**src/design/cfd_pkg.sv**
```systemverilog
`timescale 1ns / 1ps

package cfd_pkg;

    localparam logic [7:0] HEADER_RESET = 8'h2E;
    localparam int         PADDR_W      = 3;
    localparam int         PDATA_W      = 32;

    // register map (byte address / 4)
    localparam logic REG_HEADER = 1'b0;

    localparam logic KIND_HEADING = 1'b0;
    localparam logic KIND_PAYLOAD = 1'b1;

    typedef struct packed {
        logic       kind;
        logic [7:0] command;
        logic [5:0] length;
        logic [7:0] data_byte;
        logic [4:0] byte_index;
        logic       last;
    } res_t;

    typedef struct packed {
        logic in_ready;
        logic cap_cmd;
        logic cap_len;
        logic store;
        logic load_head;
        logic load_data;
    } ctl_cmd_t;

    typedef struct packed {
        logic in_valid;
        logic is_hdr;
        logic rx_zero;
        logic too_big;
        logic fill_done;
        logic sum_ok;
        logic held_zero;
        logic drain_last;
        logic out_free;
    } ctl_sts_t;

endpackage

```
**src/design/cfd_rx_if.sv**
```systemverilog
`timescale 1ns / 1ps

interface cfd_rx_if;
    logic       valid;
    logic       ready;
    logic [7:0] rx_byte;

    modport source (output valid, output rx_byte, input ready);
    modport sink (input valid, input rx_byte, output ready);
endinterface

```
**src/design/cfd_res_if.sv**
```systemverilog
`timescale 1ns / 1ps

interface cfd_res_if;
    logic       valid;
    logic       ready;
    logic       kind;
    logic [7:0] command;
    logic [5:0] length;
    logic [7:0] data_byte;
    logic [4:0] byte_index;
    logic       last;

    modport source (output valid, output kind, output command, output length,
                    output data_byte, output byte_index, output last, input ready);
    modport sink (input valid, input kind, input command, input length,
                  input data_byte, input byte_index, input last, output ready);
endinterface

```
**src/design/cfd_ram.sv**
```systemverilog
`timescale 1ns / 1ps

module cfd_ram #(
    parameter int WIDTH = 8,
    parameter int DEPTH = 32
) (
    input  logic                                       clk,
    input  logic                                       we,
    input  logic [((DEPTH > 1) ? $clog2(DEPTH) : 1)-1:0] waddr,
    input  logic [WIDTH-1:0]                           wdata,
    input  logic                                       re,
    input  logic [((DEPTH > 1) ? $clog2(DEPTH) : 1)-1:0] raddr,
    output logic [WIDTH-1:0]                           rdata
);
    logic [WIDTH-1:0] mem [DEPTH];
    logic [WIDTH-1:0] rdata_reg;

    always_ff @(posedge clk)
    begin
        if (we)
        begin
            mem[waddr] <= wdata;
        end
        if (re)
        begin
            rdata_reg <= mem[raddr];
        end
    end

    assign rdata = rdata_reg;

endmodule

```
**src/design/cfd_ctrl.sv**
```systemverilog
`timescale 1ns / 1ps

module cfd_ctrl (
    input  logic                 clk,
    input  logic                 rst_n,
    input  cfd_pkg::ctl_sts_t    sts,
    output cfd_pkg::ctl_cmd_t    cmd
);
    localparam logic [2:0] S_HDR  = 3'd0;
    localparam logic [2:0] S_CMD  = 3'd1;
    localparam logic [2:0] S_LEN  = 3'd2;
    localparam logic [2:0] S_PAY  = 3'd3;
    localparam logic [2:0] S_CHK  = 3'd4;
    localparam logic [2:0] S_HEAD = 3'd5;
    localparam logic [2:0] S_DATA = 3'd6;

    logic [2:0] state_reg;
    logic [2:0] state_next;
    logic       acc;

    always_comb
    begin
        cmd        = '0;
        state_next = state_reg;
        cmd.in_ready = (state_reg == S_HDR) || (state_reg == S_CMD) ||
                       (state_reg == S_LEN) || (state_reg == S_PAY) ||
                       (state_reg == S_CHK);
        acc = sts.in_valid && cmd.in_ready;
        unique case (state_reg)
            S_HDR:
            begin
                if (acc && sts.is_hdr)
                    state_next = S_CMD;
            end
            S_CMD:
            begin
                cmd.cap_cmd = acc;
                if (acc)
                    state_next = S_LEN;
            end
            S_LEN:
            begin
                cmd.cap_len = acc;
                if (acc)
                begin
                    if (sts.too_big)
                        state_next = S_HDR;
                    else if (sts.rx_zero)
                        state_next = S_CHK;
                    else
                        state_next = S_PAY;
                end
            end
            S_PAY:
            begin
                cmd.store = acc;
                if (acc && sts.fill_done)
                    state_next = S_CHK;
            end
            S_CHK:
            begin
                if (acc)
                    state_next = sts.sum_ok ? S_HEAD : S_HDR;
            end
            S_HEAD:
            begin
                if (sts.out_free)
                begin
                    cmd.load_head = 1'b1;
                    state_next    = sts.held_zero ? S_HDR : S_DATA;
                end
            end
            S_DATA:
            begin
                if (sts.out_free)
                begin
                    cmd.load_data = 1'b1;
                    if (sts.drain_last)
                        state_next = S_HDR;
                end
            end
            default:
            begin
                state_next = S_HDR;
            end
        endcase
    end

    always_ff @(posedge clk or negedge rst_n)
    begin
        if (!rst_n)
            state_reg <= S_HDR;
        else
            state_reg <= state_next;
    end

endmodule

```
**src/design/cfd_datapath.sv**
```systemverilog
`timescale 1ns / 1ps

module cfd_datapath #(
    parameter int MAX_PAYLOAD = 32
) (
    input  logic                 clk,
    input  logic                 rst_n,
    input  logic [7:0]           header_byte,
    input  logic                 in_valid,
    input  logic [7:0]           rx_byte,
    input  logic                 out_ready,
    input  cfd_pkg::ctl_cmd_t    cmd,
    output cfd_pkg::ctl_sts_t    sts,
    output logic                 out_valid,
    output cfd_pkg::res_t        out_res
);
    localparam int         AW      = (MAX_PAYLOAD > 1) ? $clog2(MAX_PAYLOAD) : 1;
    localparam logic [5:0] MAX_LEN = 6'(MAX_PAYLOAD);

    logic [7:0]    cmd_reg;
    logic [5:0]    len_reg;
    logic [5:0]    fill_reg;
    logic [7:0]    sum_reg;
    logic [5:0]    idx_reg;
    logic          out_valid_reg;
    cfd_pkg::res_t res_reg;

    logic [5:0]    fill_inc;
    logic [5:0]    idx_inc;
    logic          ram_we;
    logic          ram_re;
    logic [AW-1:0] ram_raddr;
    logic [7:0]    ram_rdata;

    assign fill_inc = fill_reg + 6'd1;
    assign idx_inc  = idx_reg + 6'd1;

    assign sts.in_valid   = in_valid;
    assign sts.is_hdr     = (rx_byte == header_byte);
    assign sts.rx_zero    = (rx_byte == 8'd0);
    assign sts.too_big    = (rx_byte > {2'b00, MAX_LEN});
    assign sts.fill_done  = (fill_inc >= len_reg);
    assign sts.sum_ok     = (rx_byte == ~sum_reg);
    assign sts.held_zero  = (len_reg == 6'd0);
    assign sts.drain_last = (idx_inc == len_reg);
    assign sts.out_free   = !out_valid_reg || out_ready;

    assign ram_we    = cmd.store && (fill_reg < MAX_LEN);
    assign ram_re    = cmd.load_head || cmd.load_data;
    // heading prefetches entry 0, each payload result prefetches the next one
    assign ram_raddr = cmd.load_head ? '0 : idx_inc[AW-1:0];

    cfd_ram #(
        .WIDTH (8),
        .DEPTH (MAX_PAYLOAD)
    ) u_store (
        .clk   (clk),
        .we    (ram_we),
        .waddr (fill_reg[AW-1:0]),
        .wdata (rx_byte),
        .re    (ram_re),
        .raddr (ram_raddr),
        .rdata (ram_rdata)
    );

    always_ff @(posedge clk or negedge rst_n)
    begin
        if (!rst_n)
        begin
            cmd_reg  <= '0;
            len_reg  <= '0;
            fill_reg <= '0;
            sum_reg  <= '0;
            idx_reg  <= '0;
        end
        else
        begin
            if (cmd.cap_cmd)
            begin
                cmd_reg <= rx_byte;
                sum_reg <= rx_byte;
            end
            if (cmd.cap_len && !sts.too_big)
            begin
                len_reg  <= rx_byte[5:0];
                fill_reg <= '0;
                sum_reg  <= sum_reg + rx_byte;
            end
            if (cmd.store)
            begin
                fill_reg <= fill_inc;
                sum_reg  <= sum_reg + rx_byte;
            end
            if (cmd.load_head)
                idx_reg <= '0;
            else if (cmd.load_data)
                idx_reg <= idx_inc;
        end
    end

    always_ff @(posedge clk or negedge rst_n)
    begin
        if (!rst_n)
            out_valid_reg <= 1'b0;
        else if (cmd.load_head || cmd.load_data)
            out_valid_reg <= 1'b1;
        else if (out_ready)
            out_valid_reg <= 1'b0;
    end

    always_ff @(posedge clk)
    begin
        if (cmd.load_head)
        begin
            res_reg.kind       <= cfd_pkg::KIND_HEADING;
            res_reg.command    <= cmd_reg;
            res_reg.length     <= len_reg;
            res_reg.data_byte  <= 8'd0;
            res_reg.byte_index <= 5'd0;
            res_reg.last       <= sts.held_zero;
        end
        else if (cmd.load_data)
        begin
            res_reg.kind       <= cfd_pkg::KIND_PAYLOAD;
            res_reg.command    <= cmd_reg;
            res_reg.length     <= len_reg;
            res_reg.data_byte  <= ram_rdata;
            res_reg.byte_index <= idx_reg[4:0];
            res_reg.last       <= sts.drain_last;
        end
    end

    assign out_valid = out_valid_reg;
    assign out_res   = res_reg;

    a_load_free: assert property (@(posedge clk) disable iff (!rst_n)
        (cmd.load_head || cmd.load_data) |-> (!out_valid_reg || out_ready))
        else $error("result loaded over an untaken result");

    a_store_bound: assert property (@(posedge clk) disable iff (!rst_n)
        cmd.store |-> (fill_reg < len_reg))
        else $error("payload write past frame length");

    a_drain_bound: assert property (@(posedge clk) disable iff (!rst_n)
        cmd.load_data |-> (idx_reg < len_reg))
        else $error("drain index past frame length");

endmodule

```
**src/design/checksum_frame_deframer_unit.sv**
```systemverilog
`timescale 1ns / 1ps

// Byte-serial deframer for frames of header, command, length, payload and
// checksum (one's complement of the 8-bit sum of command, length and payload).
// While parsing, one received byte is taken every cycle. After a good checksum
// the input stalls while the result run drains: one heading, then one result
// per payload byte, one per cycle while the result side takes them, paced by
// the single read port of the payload store. A frame with N payload bytes thus
// takes N+4 received bytes and gives N+1 results. Bad or oversized frames
// emit nothing and the search restarts at the header byte, which is set
// through the APB register at address 0 (reset 0x2E).
module checksum_frame_deframer_unit #(
    parameter int MAX_PAYLOAD = 32
) (
    input  logic                          clk,
    input  logic                          rst_n,
    cfd_rx_if.sink                        rx,
    cfd_res_if.source                     res,
    input  logic                          psel,
    input  logic                          penable,
    input  logic                          pwrite,
    input  logic [cfd_pkg::PADDR_W-1:0]   paddr,
    input  logic [cfd_pkg::PDATA_W-1:0]   pwdata,
    output logic [cfd_pkg::PDATA_W-1:0]   prdata,
    output logic                          pready
);
    logic [7:0]        header_reg;
    logic              cfg_wr;
    cfd_pkg::ctl_cmd_t cmd;
    cfd_pkg::ctl_sts_t sts;
    cfd_pkg::res_t     out_res;
    logic              out_valid;

    assign pready = 1'b1;
    assign cfg_wr = psel && penable && pwrite && (paddr[2] == cfd_pkg::REG_HEADER);

    always_ff @(posedge clk or negedge rst_n)
    begin
        if (!rst_n)
            header_reg <= cfd_pkg::HEADER_RESET;
        else if (cfg_wr)
            header_reg <= pwdata[7:0];
    end

    always_comb
    begin
        prdata = '0;
        unique case (paddr[2])
            cfd_pkg::REG_HEADER: prdata = {24'd0, header_reg};
            default:             prdata = '0;
        endcase
    end

    cfd_ctrl u_ctrl (
        .clk   (clk),
        .rst_n (rst_n),
        .sts   (sts),
        .cmd   (cmd)
    );

    cfd_datapath #(
        .MAX_PAYLOAD (MAX_PAYLOAD)
    ) u_dp (
        .clk         (clk),
        .rst_n       (rst_n),
        .header_byte (header_reg),
        .in_valid    (rx.valid),
        .rx_byte     (rx.rx_byte),
        .out_ready   (res.ready),
        .cmd         (cmd),
        .sts         (sts),
        .out_valid   (out_valid),
        .out_res     (out_res)
    );

    assign rx.ready       = cmd.in_ready;
    assign res.valid      = out_valid;
    assign res.kind       = out_res.kind;
    assign res.command    = out_res.command;
    assign res.length     = out_res.length;
    assign res.data_byte  = out_res.data_byte;
    assign res.byte_index = out_res.byte_index;
    assign res.last       = out_res.last;

endmodule

```
**src/flat_wrapper.sv**
```systemverilog
// flat-port wrapper written by rule: the top's interface ports become plain ports
module checksum_frame_deframer_unit_flat 
#(
    parameter int MAX_PAYLOAD = 32
)
  (clk, rst_n, psel, penable, pwrite, paddr, pwdata, prdata, pready, rx_valid, rx_rx_byte, rx_ready, res_valid, res_kind, res_command, res_length, res_data_byte, res_byte_index, res_last, res_ready);
  cfd_rx_if rx_i ();
  cfd_res_if res_i ();
  input  logic clk;
  input  logic rst_n;
  input  logic psel;
  input  logic penable;
  input  logic pwrite;
  input  logic [cfd_pkg::PADDR_W-1:0] paddr;
  input  logic [cfd_pkg::PDATA_W-1:0] pwdata;
  output logic [cfd_pkg::PDATA_W-1:0] prdata;
  output logic pready;
  input wire logic [$bits(rx_i.valid)-1:0] rx_valid;
  input wire logic [$bits(rx_i.rx_byte)-1:0] rx_rx_byte;
  output wire logic [$bits(rx_i.ready)-1:0] rx_ready;
  output wire logic [$bits(res_i.valid)-1:0] res_valid;
  output wire logic [$bits(res_i.kind)-1:0] res_kind;
  output wire logic [$bits(res_i.command)-1:0] res_command;
  output wire logic [$bits(res_i.length)-1:0] res_length;
  output wire logic [$bits(res_i.data_byte)-1:0] res_data_byte;
  output wire logic [$bits(res_i.byte_index)-1:0] res_byte_index;
  output wire logic [$bits(res_i.last)-1:0] res_last;
  input wire logic [$bits(res_i.ready)-1:0] res_ready;
  assign rx_i.valid = rx_valid;
  assign rx_i.rx_byte = rx_rx_byte;
  assign rx_ready = rx_i.ready;
  assign res_valid = res_i.valid;
  assign res_kind = res_i.kind;
  assign res_command = res_i.command;
  assign res_length = res_i.length;
  assign res_data_byte = res_i.data_byte;
  assign res_byte_index = res_i.byte_index;
  assign res_last = res_i.last;
  assign res_i.ready = res_ready;
  checksum_frame_deframer_unit #(.MAX_PAYLOAD(MAX_PAYLOAD)) u_core (.clk(clk), .rst_n(rst_n), .rx(rx_i), .res(res_i), .psel(psel), .penable(penable), .pwrite(pwrite), .paddr(paddr), .pwdata(pwdata), .prdata(prdata), .pready(pready));
endmodule
```
**config.mk**
```make
export PLATFORM = sky130hd
export DESIGN_NAME = checksum_frame_deframer_unit_flat
export DESIGN_NICKNAME = d
export VERILOG_FILES = /design/src/design/cfd_pkg.sv /design/src/design/cfd_rx_if.sv /design/src/design/cfd_res_if.sv /design/src/design/cfd_ram.sv /design/src/design/cfd_ctrl.sv /design/src/design/cfd_datapath.sv /design/src/design/checksum_frame_deframer_unit.sv /design/src/flat_wrapper.sv
export SDC_FILE = /design/constraint.sdc
export NUM_CORES = 1
export LEC_CHECK = 0
export BUFFER_PORTS_ARGS = -buffer_cell sky130_fd_sc_hd__buf_2
export CAP_MARGIN = 20
export CORE_MARGIN = 8
export CORE_UTILIZATION = 55
export CTS_CLUSTER_DIAMETER = 30
export DETAILED_ROUTE_END_ITERATION = 8
export PLACE_DENSITY = 0.74
export SKIP_LAST_GASP = 1
export SLEW_MARGIN = 40
export SYNTH_ARGS = -nofsm -noshare
export SYNTH_HDL_FRONTEND = slang
export SYNTH_SLANG_ARGS = --single-unit
```
**constraint.sdc**
```tcl
create_clock -name clk -period 6.5 [get_ports clk]
set_input_delay 0.975 -clock clk [delete_from_list [all_inputs] [get_ports clk]]
set_output_delay 0.975 -clock clk [all_outputs]
set_load 0.02 [all_outputs]
```
# [Word-level counts from Yosys, hierarchy flattened]
# Memory sizes are Yosys's and may differ from the RTL's. A register that Yosys moved wholly into a read port is not among the register bits.
# Cells that the tools add are included.
[op_classes] addsub=3 n_lt_le_gt_ge=3 eq_ne=17 muxes=34 n_bitwise=2 reduce_logical=24
[ops] cell="$mux W28" n=2
[ops] cell="$mux W3" n=12
[ops] cell="$mux W8" n=4
[ops] cell="$mux W6" n=4
[ops] cell="$pmux W3 S7" n=1
[ops] cell="$eq A8 B8 Y1" n=2
[ops] cell="$add A6 B1 Y6 const B" n=2
[ops] cell="$mux W1" n=10
[ops] cell="$ne A2 B1 Y1 const B" n=5
[ops] cell="$eq A3 B3 Y1 const B" n=3
[ops] cell="$add A8 B8 Y8" n=1
[ops] cell="$gt A8 B6 Y1 const B" n=1
[ops] cell="$logic_and A1 B1 Y1" n=8
[ops] cell="$logic_not A8 Y1" n=1
[ops] cell="$not A8 Y8" n=1
[ops] cell="$reduce_and A8 Y1" n=1
[ops] cell="$eq A3 B2 Y1 const B" n=2
[ops] cell="$eq A6 B6 Y1" n=1
[ops] cell="$ge A6 B6 Y1" n=1
[ops] cell="$logic_not A6 Y1" n=1
[ops] cell="$logic_or A1 B1 Y1" n=6
[ops] cell="$lt A6 B6 Y1 const B" n=1
[ops] cell="$ne A2 B2 Y1 const B" n=3
[ops] cell="$reduce_bool A2 Y1" n=3
[ops] cell="other kinds (6)" n=7
[word_totals] reg_bits=75 ram_bits=256 inputBits=50 out_inout_bits=64 wordCells=98 mem_count=1
[mem_list] name="u_core.u_dp.u_store.mem" words=32 word_bits=8 rd=1 rd_clocked_by_memory_dff=1 write_ports=1 line_no="cfd_ram.sv:15" rtl="logic [WIDTH-1:0] mem [DEPTH];"

# [Depth between registers and ports, before layout]
# Gate-level depths: netlist (run 1).
[logic_depth] depth_word=10 depth_mapped=10 depth_no_buf=10

# [By module]
# Synthesis (run 1) repeated with hierarchy kept, for this count alone.
[unflattened] hier_cells=835 area_unflattened_um2=14412.6
[by_module_without_submodules] module="cfd_ram" n_inst=1 cells_each=417 area_each_um2=10133.5
[by_module_without_submodules] module="cfd_datapath" n_inst=1 cells_each=326 area_each_um2=3385.7
[by_module_without_submodules] module="checksum_frame_deframer_unit" n_inst=1 cells_each=52 area_each_um2=584.3
[by_module_without_submodules] module="cfd_ctrl" n_inst=1 cells_each=40 area_each_um2=309.0

# [Worst setup path after synthesis (run 1)]
# OpenSTA, ideal clock, no wires.
[synth_path] kind="input to register" start="in res_ready" end="reg, netlist name u_core.u_dp.out_res[0]" arrival_ns=2.648 t_required_ns=6.107 setup_slack_ns=3.459 cell_stages=6 n_path_buf=2 path_cell_list="nand2b_1 clkbuf_1 and2_1 o21ai_1 inv_1 clkbuf_1"
[synth_via] elab_chain_cells=4 word_cells_on_any_way=5 classes_between="mux (3); reduce/logical (2)"
[synth_rtl] element="from (decl)" line_no="flat_wrapper.sv:28" rtl="input wire logic [$bits(res_i.ready)-1:0] res_ready;"
[synth_rtl] element="$logic_or A1 B1 Y1 (*)" line_no="cfd_datapath.sv:46" rtl="assign sts.out_free = !out_valid_reg || out_ready;"
[synth_rtl] element="$mux W1 (*)" line_no="cfd_ctrl.sv:67, cfd_ctrl.sv:75"
[synth_rtl] element="$mux W1" line_no="cfd_ctrl.sv:29" rtl="unique case (state_reg)"
[synth_rtl] element="$reduce_bool A2 Y1 (no line) (*)"
# Mark *: on every way between the ends. The rest lies on a longest branch, timed or not.
# A chain may end at the register's enable or synchronous reset.

# [Worst setup path after layout (run 1)]
[layout_path] start="reg u_core.u_ctrl.state_reg[0]" end="reg u_core.u_dp.u_store.rdata_reg[1] (netlist: u_core.u_dp.u_store.rdata[1]), read port of u_core.u_dp.u_store.mem, data pin"
[layout_via] elab_chain_cells=3 word_cells_on_any_way=6 classes_between="eq/ne (2); mux (3); reduce/logical (1)"
[layout_rtl] element="from (decl)" line_no="cfd_ctrl.sv:17" rtl="logic [2:0] state_reg;"
[layout_rtl] element="from (signal assigned)" line_no="cfd_ctrl.sv:94" rtl="state_reg <= state_next;"
[layout_rtl] element="$eq A3 B3 Y1" line_no="cfd_ctrl.sv:29"
[layout_rtl] element="$mux W1" line_no="cfd_ctrl.sv:29"
[layout_rtl] element="$mux W5 or $logic_or A1 B1 Y1 (tied branches)" line_no="cfd_datapath.sv:51, cfd_datapath.sv:49"
[layout_rtl] element="to (decl)" line_no="cfd_ram.sv:16" rtl="logic [WIDTH-1:0] rdata_reg;"
# Several ways; a longest one is shown, not always the timed one.

==> metrics, run 1 <==
crit path to u_core.u_dp.u_store.rdata[1]$_DFFE_PP_; Worst-path clk slew roughly 0.050 ns; max reg flops ~260; Overflow after GRT 0; largest cells by area after synthesis edfxtp_1, dfrtp_1, nor2_1; Comb pwr share 0.259; Core ar. approximately 0.027 mm²; RSZ-0062 raised after global routing no; Max VDD drop 0.222 mV; worst relative slew slack 0.433; Crit path top cell by count o21ai_0; Ys Warns 0; Vert. Die Dim 180 µm; Reg with most FFs u_core.u_dp.u_store.mem; hold slack about 0.45 ns; FF+latch count, synth 339; most common cell in the synthesized netlist edfxtp_1; cts repair resizes 0; drt drc 0; Mapped Avg Cell Area 13.0 µm²; vias in the first global route between 9k and 10k; Tcrit/Tclk final 0.567; Hold Violations, Final 0; r2r endpoint u_core.u_dp.u_store.rdata[1]$_DFFE_PP_; Clock Tree Buf Depth 3; sequential power share 0.341; CP Cell Sequence nor2b_2 -> nand3_1 -> nand2_1 -> o21ai_0 -> o21ai_0 -> a211o_1; 1st-pass router iterations 5; Top-Level Pins 114; post-place setup slack roughly 2.5 ns; Primary FF master, synth edfxtp_1; asr flop ratio synth 0.136; CTS buffer count 60; Int Pwr ~5.4 mW; Die W 180 µm; IO Port Bufs 62; WP data required about 7 ns; Die ar. around 0.032 mm²; commonest cells in the netlist edfxtp_1, nor2_1, nand2_1; H-tree depth 2; WL/cell between 20 and 25 µm; largest net degree at the start of global routing between 70 and 80; NumNets Final 1286; Setup crit start u_core.u_ctrl.state_reg[0]$_DFFE_PN0P_; ratio of cells with drive above 1 in the final layout 0.195; MaxCap Viol Count 0; Sink Count between 300 and 400; critical path arrival ~4.1 ns; Initial Util 0.555; setup bufs post-CTS 0; Yosys top cell by area edfxtp_1; Power per Cell Area 461 mW/mm²; Yosys cell types 65; Seq/Total Area, Yosys 0.664; CTS tree yes; vias slightly below 10k; fin crit period 3.69 ns; PnR worst setup slack around 2.8 ns; crit end category flop; status finished clean; site row count 60; clock root cell clkbuf_16; LEAKAGE 6.28 nW; clock share of power 0.401; routed vias/inst ~6; final wirelength about 34000 µm; Synth top area share 0.567; gr usage total 0.207; count of final max-slew check failures 0; setup violators final 0; f_max about 270 MHz; first-pass GRT wire length around 54000 µm; reg-to-reg setup timing slack between 2 and 3 ns; switching share of power 0.322; Worst path max stage delay ~0.83 ns; initial DRC count around 1.1k; Startpoint Class flop; sw power 2.59 mW; slowest CP cell nand2_1; Post-DP HPWL around 20000 µm; Reg2Reg Depth 6; Post-synth EDFFs 279; crit path max fanout 22; Cells after Synth about 1.1k; antenna violations before repair 0; Hold WC Path Type reg -> reg; WS Path Type reg -> reg; post-synthesis cell area ~0.015 mm²; # hold bufs at CTS 0; Setup Skew 0.0183 ns; setup TNS 0 ns; Antenna Cells 0; Layout area overhead 18.0%; reg2reg start u_core.u_ctrl.state_reg[0]$_DFFE_PN0P_; post-route ant nets 0; Slew @ Worst Pin between 0.8 and 0.9 ns; worst skew pair latency around 0.57 ns; Routability Congestion a little under 0.9
## kinds of logic (layout without fill, tap and decap cells)
| kind of cell | Yosys count | count (layout) | synth area share |
|---|---|---|---|
| AND/OR/NAND/NOR | 383 | 383 | 0.115 |
| other | 2 | 25 | 0.000508 |
| flip-flops | 339 | 339 | 0.664 |
| adder cells (fa/ha/maj) | 19 | 19 | 0.0166 |
| XOR/XNOR | 24 | 24 | 0.0155 |
| AO/OA/AOI/OAI | 217 | 217 | 0.0965 |
| buffers and inverters | 104 | 212 | 0.0364 |
| multiplexers | 50 | 50 | 0.0556 |
## per-stage QoR
| step | total power [mW] | instance area [µm²] | util | instances |
|---|---|---|---|---|
| final | 8.03 | 17400 | 0.654 | 1610 |
| after CTS | 8.04 | 17400 | 0.654 | 1610 |
| after global routing | 8.37 | 17400 | 0.654 | 1610 |
| after global placement | 4.74 | 15300 | 0.573 | 1494 |
| after floorplan | 4.25 | 14900 | - | 1161 |
| after detailed placement | 4.81 | 15300 | 0.574 | 1496 |
## critical path: cells and delay by family (launching register included)
| family | cells | cell delay (ns) |
|---|---|---|
| simple gates | 3 | 2.22 |
| compound gates | 3 | 0.81 |
| flops | 1 | 0.53 |
## power groups by stage
stage	sequential, mW	clock (mW)	combinational (mW)
2_1_floorplan	2.75	0	1.50
3_3_place_gp	2.76	0	1.97
3_5_place_dp	2.77	0	2.04
4_1_cts	2.73	3.25	2.06
5_1_grt	2.76	3.35	2.26
6_report	2.74	3.22	2.08
## layout make-up
class / instances / area, µm²
Clock buffer: 70 / 1630
Clock inverter: 44 / 490
Fill cell: 1863 / 9210
Inverter: 18 / 67.6
Multi-Input combinational cell: 718 / 4530
Sequential cell: 339 / 9820
Tap cell: 341 / 427
Timing Repair Buffer: 80 / 473
## worst min-delay path by stage
stage	start	cells after the start	end
global route	u_core.u_dp.out_res[1]$_SDFFE_PP0P_	2	u_core.u_dp.out_res[1]$_SDFFE_PP0P_
global placement	u_core.u_dp.out_res[13]$_SDFFE_PP0P_	2	u_core.u_dp.out_res[13]$_SDFFE_PP0P_
CTS	u_core.u_dp.out_res[1]$_SDFFE_PP0P_	2	u_core.u_dp.out_res[1]$_SDFFE_PP0P_
floorplan	u_core.u_dp.cmd_reg[6]$_DFFE_PN0P_	2	u_core.u_dp.cmd_reg[6]$_DFFE_PN0P_
detailed placement	u_core.u_dp.out_res[1]$_SDFFE_PP0P_	2	u_core.u_dp.out_res[1]$_SDFFE_PP0P_
finish	u_core.u_dp.out_res[1]$_SDFFE_PP0P_	2	u_core.u_dp.out_res[1]$_SDFFE_PP0P_
## placed cells by master (no fill, tap or decap), types with 21 or more instances in the layout
cell type,count
o22ai_1,21
conb_1,25
edfxtp_1,279
clkbuf_16,64
dfrtp_1,41
nand3_1,30
o21ai_0,59
mux4_2,23
nand2_1,128
buf_2,60
nor2_1,141
a21oi_1,44
## metal layers
layer	up-vias	share of wire	track usage
met5	-	0	0
met4	0	0.020	0.0704
met3	58	0.090	0.0476
met2	468	0.47	0.333
met1	4798	0.42	0.276
li1	4377	-	-
No activity file was read; power rests on OpenSTA's default activity.
==> inputs of run 2 (changes only) <==
==> constraint.sdc (replaced) <==
create_clock -name clk -period 3.6 [get_ports clk]
set_input_delay 0.54 -clock clk [delete_from_list [all_inputs] [get_ports clk]]
set_output_delay 0.54 -clock clk [all_outputs]
set_load 0.02 [all_outputs]
==> metrics, run 2 (same netlist as run 1, synthesis figures left out) <==
Startpoint Class flop; multi-input logic area 0.00453 mm² (unchanged); ratio of cells with drive above 1 in the final layout 0.217 (+0.0219); cts repair resizes 0 (unchanged); largest net degree at the start of global routing 43 (-41%); Die ar. 0.0324 mm² (unchanged); clock root cell clkbuf_16; Tcrit/Tclk final 0.906 (+0.339); RSZ-0062 raised after global routing no; Hold WC Path Type in -> async; Overflow after GRT 0 (unchanged); crit path max fanout 42 (+91%); most common cell after layout, fill and taps aside edfxtp_1; # hold bufs at CTS 0 (unchanged); setup TNS 0 ns (unchanged); Layout area overhead 21.8%; Reg with most FFs u_core.u_dp.u_store.mem; fillers 1816 (-2.5%); Setup crit start u_core.u_dp.idx_reg[1]$_DFFE_PN0P_; worst skew pair latency 0.57 ns (about the same); count of final max-slew check failures 0 (unchanged); Setup Skew 0.0170 ns (-0.00131 ns); Slew @ Worst Pin 0.826 ns (-0.0225 ns); worst relative slew slack 0.447 (+0.0145); Power per Cell Area 856 mW/mm² (+86%); drt drc 0 (unchanged); Vert. Die Dim 180 µm (unchanged); gr usage total 0.214 (+0.00647); setup violators final 0 (unchanged); Die W 180 µm (unchanged); Top-Level Pins 114 (unchanged); setup bufs post-CTS 0 (unchanged); Top delay family on crit path compound AO/OA/AOI/OAI gates; f_max 307 MHz (+13%); Initial Util 0.555 (unchanged); Clock Tree Buf Depth 3 (unchanged); Worst-path clk slew 0.05 ns (about the same); Hold Violations, Final 0 (unchanged); CTS buffer count 69 (+15%); crit end category flop; vias 9856 (+1.6%); NumNets Final 1329 (+3.3%); Worst path max stage delay 0.57 ns (-0.26 ns); H-tree depth 3 (+1); Routability Congestion 0.887 (+0.86%); 1st-pass router iterations 5 (unchanged); reg2reg start u_core.u_dp.idx_reg[1]$_DFFE_PN0P_; final wirelength 34900 µm (+1.3%); fin crit period 3.26 ns (-0.425 ns); Antenna Cells 0 (unchanged); MaxCap Viol Count 0 (unchanged); slowest CP cell mux4_2; routed vias/inst 5.95 (-1.3%); final total power 15.4 mW (+92%); Seq. cell area 0.00982 mm² (unchanged); max reg flops 256 (unchanged); WP data required 3.90 ns (-3.04 ns); IO Port Bufs 62 (unchanged); Final Cell Area 0.0180 mm² (+3.2%); status finished clean; LEAKAGE 6.59 nW (+5.0%); WS Path Type reg -> reg; critical path arrival 3.56 ns (-0.56 ns); site row count 60 (unchanged); initial DRC count 1038 (-2.9%); buffer and inverter count on the worst path 1 (+1); Placement Cell Area 0.0156 mm² (+1.7%); Max VDD drop 0.458 mV (+110%); WL/cell 21.1 µm (-1.6%); post-route ant nets 0 (unchanged); Core ar. 0.0267 mm² (unchanged); vias in the first global route 9841 (+2.4%); most frequent cells in the layout edfxtp_1, nor2_1, nand2_1, clkbuf_16, buf_2; CP Cell Sequence ha_1 -> xor2_4 -> buf_12 -> mux4_2 -> o221ai_1 -> o21ai_0 -> a211o_1; Post-DP HPWL 21500 µm (+6.5%); CTS tree yes; Sink Count 339 (unchanged); first-pass GRT wire length 54500 µm (+1.7%); antenna violations before repair 1 (+1)
[run 2: cell types whose count changed in the layout (fill, tap and decap cells not counted), moves of 3 or more]
cell,before,now
buf_4,16,51
bufinv_16,7,10
clkbuf_16,64,69
clkinv_1,2,7
clkinv_4,4,7
inv_16,0,4
inv_6,12,5
[run 2: path summary, 6_finish.rpt]
path                       cells after the start                                endpoint  slack (ns)
min in group clk                               2        u_core.header_reg[3]$_DFFE_PN1P_        0.21
min reg2reg                                    2     u_core.u_dp.out_res[9]$_SDFFE_PP0P_        0.45
min                                            1      u_core.u_dp.cmd_reg[4]$_DFFE_PN0P_        0.02
max in group asynchronous                      2      u_core.u_dp.idx_reg[0]$_DFFE_PN0P_        2.86
max                                            7  u_core.u_dp.u_store.rdata[1]$_DFFE_PP_        0.34
max reg2reg                                    7  u_core.u_dp.u_store.rdata[1]$_DFFE_PP_        0.34
[run 2: cell type report]
class	instances	share of cell area
timing repair buffer	114	0.0396
inverter	18	0.00375
sequential	339	0.545
multi-input combinational	718	0.252
tap	341	0.0237
clock buffer	77	0.0987
clock inverter	50	0.0370
[run 2: per-stage QoR]
stage,setup WS (ns),hold WS [ns],instances,utilization
global route,0.251,0.0604,1657,0.675
floorplan,0.994,0.244,1161,-
detailed placement,0.417,0.443,1530,0.584
CTS,0.391,0.0306,1657,0.675
global placement,0.494,0.440,1530,0.583
finish,0.339,0.0215,1657,0.675
[run 2: per-layer routing]
metal	global-route usage	routed length [µm]	up-vias
met4	0.0897	1040	0
met3	0.0520	3400	72
li1	-	-	4468
met5	0	0	-
met2	0.336	16100	500
met1	0.283	14300	4816
[run 2: power by group]
group	switching, mW	internal [mW]
clock network	2.20	4.35
registers	0.273	4.64
logic	2.45	1.50
[run 2: worst reg2reg max path: cells and delay by family, from the launching register on]
family	cells	cell delay [ns]
AOI/OAI and AO/OA	3	0.91
xor gates and xnor gates	1	0.20
adders and majority gates	1	0.45
buffers and inverters	1	0.28
DFF	1	0.54
muxes	1	0.61
==> inputs of run 3 (changes only) <==
--- a/config.mk
+++ b/config.mk
@@ -5,6 +5,7 @@
 export SDC_FILE = /design/constraint.sdc
 export NUM_CORES = 1
 export LEC_CHECK = 0
+export ABC_AREA = 1
 export BUFFER_PORTS_ARGS = -buffer_cell sky130_fd_sc_hd__buf_2
 export CAP_MARGIN = 20
 export CORE_MARGIN = 8
==> metrics, run 3 <==
status finished with violations; failing checks negative hold slack; fin util 0.662 (-0.0138); ratio of cells with drive above 1 in the final layout 0.123 (-0.0933); CTS tree yes; Setup Skew 0.0220 ns (+0.00500 ns); vias 11.8k (+20%); WL/cell 18.4 µm (-13%); initial DRC count 1265 (+22%); Yosys top cell by area edfxtp_1; slowest CP cell inv_2; Worst path max stage delay 0.58 ns (about the same); GR Util met1 0.277 (-0.00643); asr flop ratio synth 0.136 (unchanged); most frequent cells in the layout nand3_1, nand2_1, edfxtp_1, inv_1, nor2_1; Worst-path clk slew 0.05 ns (about the same); Reg with most FFs u_core.u_dp.u_store.mem; NumNets Final 1775 (+34%); instance count on the critical path 9 (+2); clock root cell clkbuf_16; Core ar. 0.0285 mm² (+6.8%); Vert. Die Dim 185 µm (+3.0%); Mapped Avg Cell Area 9.75 µm² (-25%); Ys Warns 0 (unchanged); CTS buffer count 72 (+4.3%); LEAKAGE 8.26 nW (+25%); f_max 354 MHz (+15%); worst relative slew slack 0.431 (-0.0167); Slew @ Worst Pin 0.851 ns (+0.0249 ns); Top-Level Pins 114 (unchanged); CP Cell Sequence nand3_1 -> nor2_1 -> nor2_2 -> inv_2 -> nand3_1 -> nand3_1 -> nand2_1 -> nand2_1 -> nand2_1; post-route ant nets 0 (unchanged); largest net degree at the start of global routing 107 (+150%); crit path to u_core.u_dp.u_store.rdata[2]$_DFFE_PP_; Die ar. 0.0344 mm² (+6.1%); Setup crit start u_core.u_ctrl.state_reg[2]$_DFFE_PN0P_; buffer and inverter count on the worst path 1 (unchanged); count of final max-slew check failures 0 (unchanged); M3 GR Usage 0.0410 (-0.0110); Yosys cell types 37 (-43%); H-tree depth 3 (unchanged); Clock Tree Buf Depth 3 (unchanged); crit end category flop; MaxCap Viol Count 0 (unchanged); FF+latch count, synth 339 (unchanged); setup bufs post-CTS 0 (unchanged); max reg flops 256 (unchanged); setup violators final 0 (unchanged); Tcrit/Tclk final 0.785 (-0.120); Top Usage Layer GRT met2; # hold bufs at CTS 0 (unchanged); placed insts 2016 (+32%); Primary FF master, synth edfxtp_1; Seq/Total Area, Yosys 0.622 (-0.0418); Top delay family on crit path simple AND/OR/NAND/NOR gates; gr usage total 0.232 (+0.0182); WS Path Type reg -> reg; final wirelength 39400 µm (+13%); antenna violations before repair 1 (unchanged); GR met2 Demand/Resource 0.397 (+0.0615); reg-to-reg setup timing slack 0.77 ns (+0.43 ns); Post-DP HPWL 22700 µm (+5.9%); Hold Violations, Final 5 (+5); Synth top area share 0.531 (-0.0357); Layout area overhead 19.4%; Routability Congestion 0.903 (+1.9%); crit path max fanout 33 (-21%); Post-synth EDFFs 279 (unchanged); Startpoint Class flop; cts repair resizes 0 (unchanged); Cells after Synth 1618 (+42%); commonest cells in the netlist nand3_1, nand2_1, edfxtp_1; PnR worst setup slack 0.773 ns (+0.433 ns); RSZ-0062 raised after global routing no; r2r endpoint u_core.u_dp.u_store.rdata[2]$_DFFE_PP_; largest cells by area after synthesis edfxtp_1, nand3_1, nand2_1; Initial Util 0.554 (-0.000591); most common cell in the synthesized netlist nand3_1; fin crit period 2.83 ns (-0.433 ns); critical path arrival 3.13 ns (-0.43 ns); drt drc 0 (unchanged); first-pass GRT wire length 62200 µm (+14%); routed vias/inst 5.50 (-7.5%); Overflow after GRT 0 (unchanged); Post-Layout Cell Count 2146 (+30%); most common cell after layout, fill and taps aside nand3_1; Hold WC Path Type in -> async; WP data required 3.90 ns (about the same); setup TNS 0 ns (unchanged); Reg2Reg Depth 9 (+2); hold slack -0.0148 ns (-0.0363 ns); IO Port Bufs 62 (unchanged); 1st-pass router iterations 6 (+1); post-place setup slack 0.712 ns (+0.295 ns); Max VDD drop 0.593 mV (+30%); Die W 185 µm (+3.0%); site row count 62 (+3.3%); reg2reg start u_core.u_ctrl.state_reg[2]$_DFFE_PN0P_; Power per Cell Area 864 mW/mm² (+0.94%); post-synthesis cell area 0.0158 mm² (+6.7%); worst skew pair latency 0.57 ns (about the same); vias in the first global route 12.0k (+22%); Sink Count 339 (unchanged); final total power 16.3 mW (+5.6%)
==> run 3: changes by cell type after synthesis, moves of 16 or more <==
cell,previous run,this run
nand3b_1,4,57
inv_1,18,268
mux4_2,23,0
o22ai_1,21,3
nand2_1,128,302
a21oi_1,44,20
nor2_1,143,114
nand3_1,30,309
clkbuf_1,36,20
==> run 3: power by group <==
group,internal (mW),switching (mW),leakage [nW]
logic,1.42,3.34,3.88
clock network,4.53,2.11,1.18
registers,4.65,0.230,3.19
total,10.6,5.69,8.26
==> run 3: metal layers <==
| layer | vias up | share of wire |
|---|---|---|
| met4 | 0 | 0.043 |
| met2 | 564 | 0.50 |
| li1 | 5493 | - |
| met3 | 107 | 0.075 |
| met5 | - | 0 |
| met1 | 5638 | 0.38 |
==> run 3: kinds of logic after synthesis <==
| group | after synthesis | synth area share |
|---|---|---|
| AND/OR/NAND/NOR | 802 | 0.232 |
| AO/OA/AOI/OAI | 77 | 0.0261 |
| buffers and inverters | 369 | 0.0977 |
| XOR/XNOR | 10 | 0.00555 |
| adder cells (fa/ha/maj) | 19 | 0.0155 |
| flip-flops | 339 | 0.622 |
| other | 2 | 0.000476 |
==> run 3: cell type report <==
| cell class | instances | area [µm²] |
|---|---|---|
| diodes | 1 | 2.50 |
| multi-input cells | 933 | 4530 |
| repair buffers | 85 | 508 |
| clock buffers | 88 | 1930 |
| inverters | 275 | 1030 |
| flip-flops and latches | 339 | 9810 |
| fillers | 2088 | 9630 |
| well taps | 384 | 480 |
| clock inverters | 41 | 541 |
==> run 3: how the worst min path moves through the flow <==
stage,endpoint,depth (start not counted),startpoint
2_1_floorplan,u_core.header_reg[0]$_DFFE_PN0P_,0,rst_n
3_3_place_gp,u_core.u_dp.out_res[28]$_SDFFE_PP0P_,2,u_core.u_dp.out_res[28]$_SDFFE_PP0P_
3_5_place_dp,u_core.u_dp.out_res[28]$_SDFFE_PP0P_,2,u_core.u_dp.out_res[28]$_SDFFE_PP0P_
4_1_cts,u_core.u_dp.len_reg[1]$_DFFE_PN0N_,1,rst_n
5_1_grt,u_core.u_dp.cmd_reg[4]$_DFFE_PN0P_,1,rst_n
6_report,u_core.u_dp.idx_reg[1]$_DFFE_PN0P_,1,rst_n
==> run 3: per-stage QoR <==
stage | instance area [µm²] | hold slack [ns]
4_1_cts | 18800 | 0.00838
5_1_grt | 18800 | 0.0413
2_1_floorplan | 15900 | 0.244
6_report | 18800 | -0.0148
3_5_place_dp | 16400 | 0.466
3_3_place_gp | 16300 | 0.452
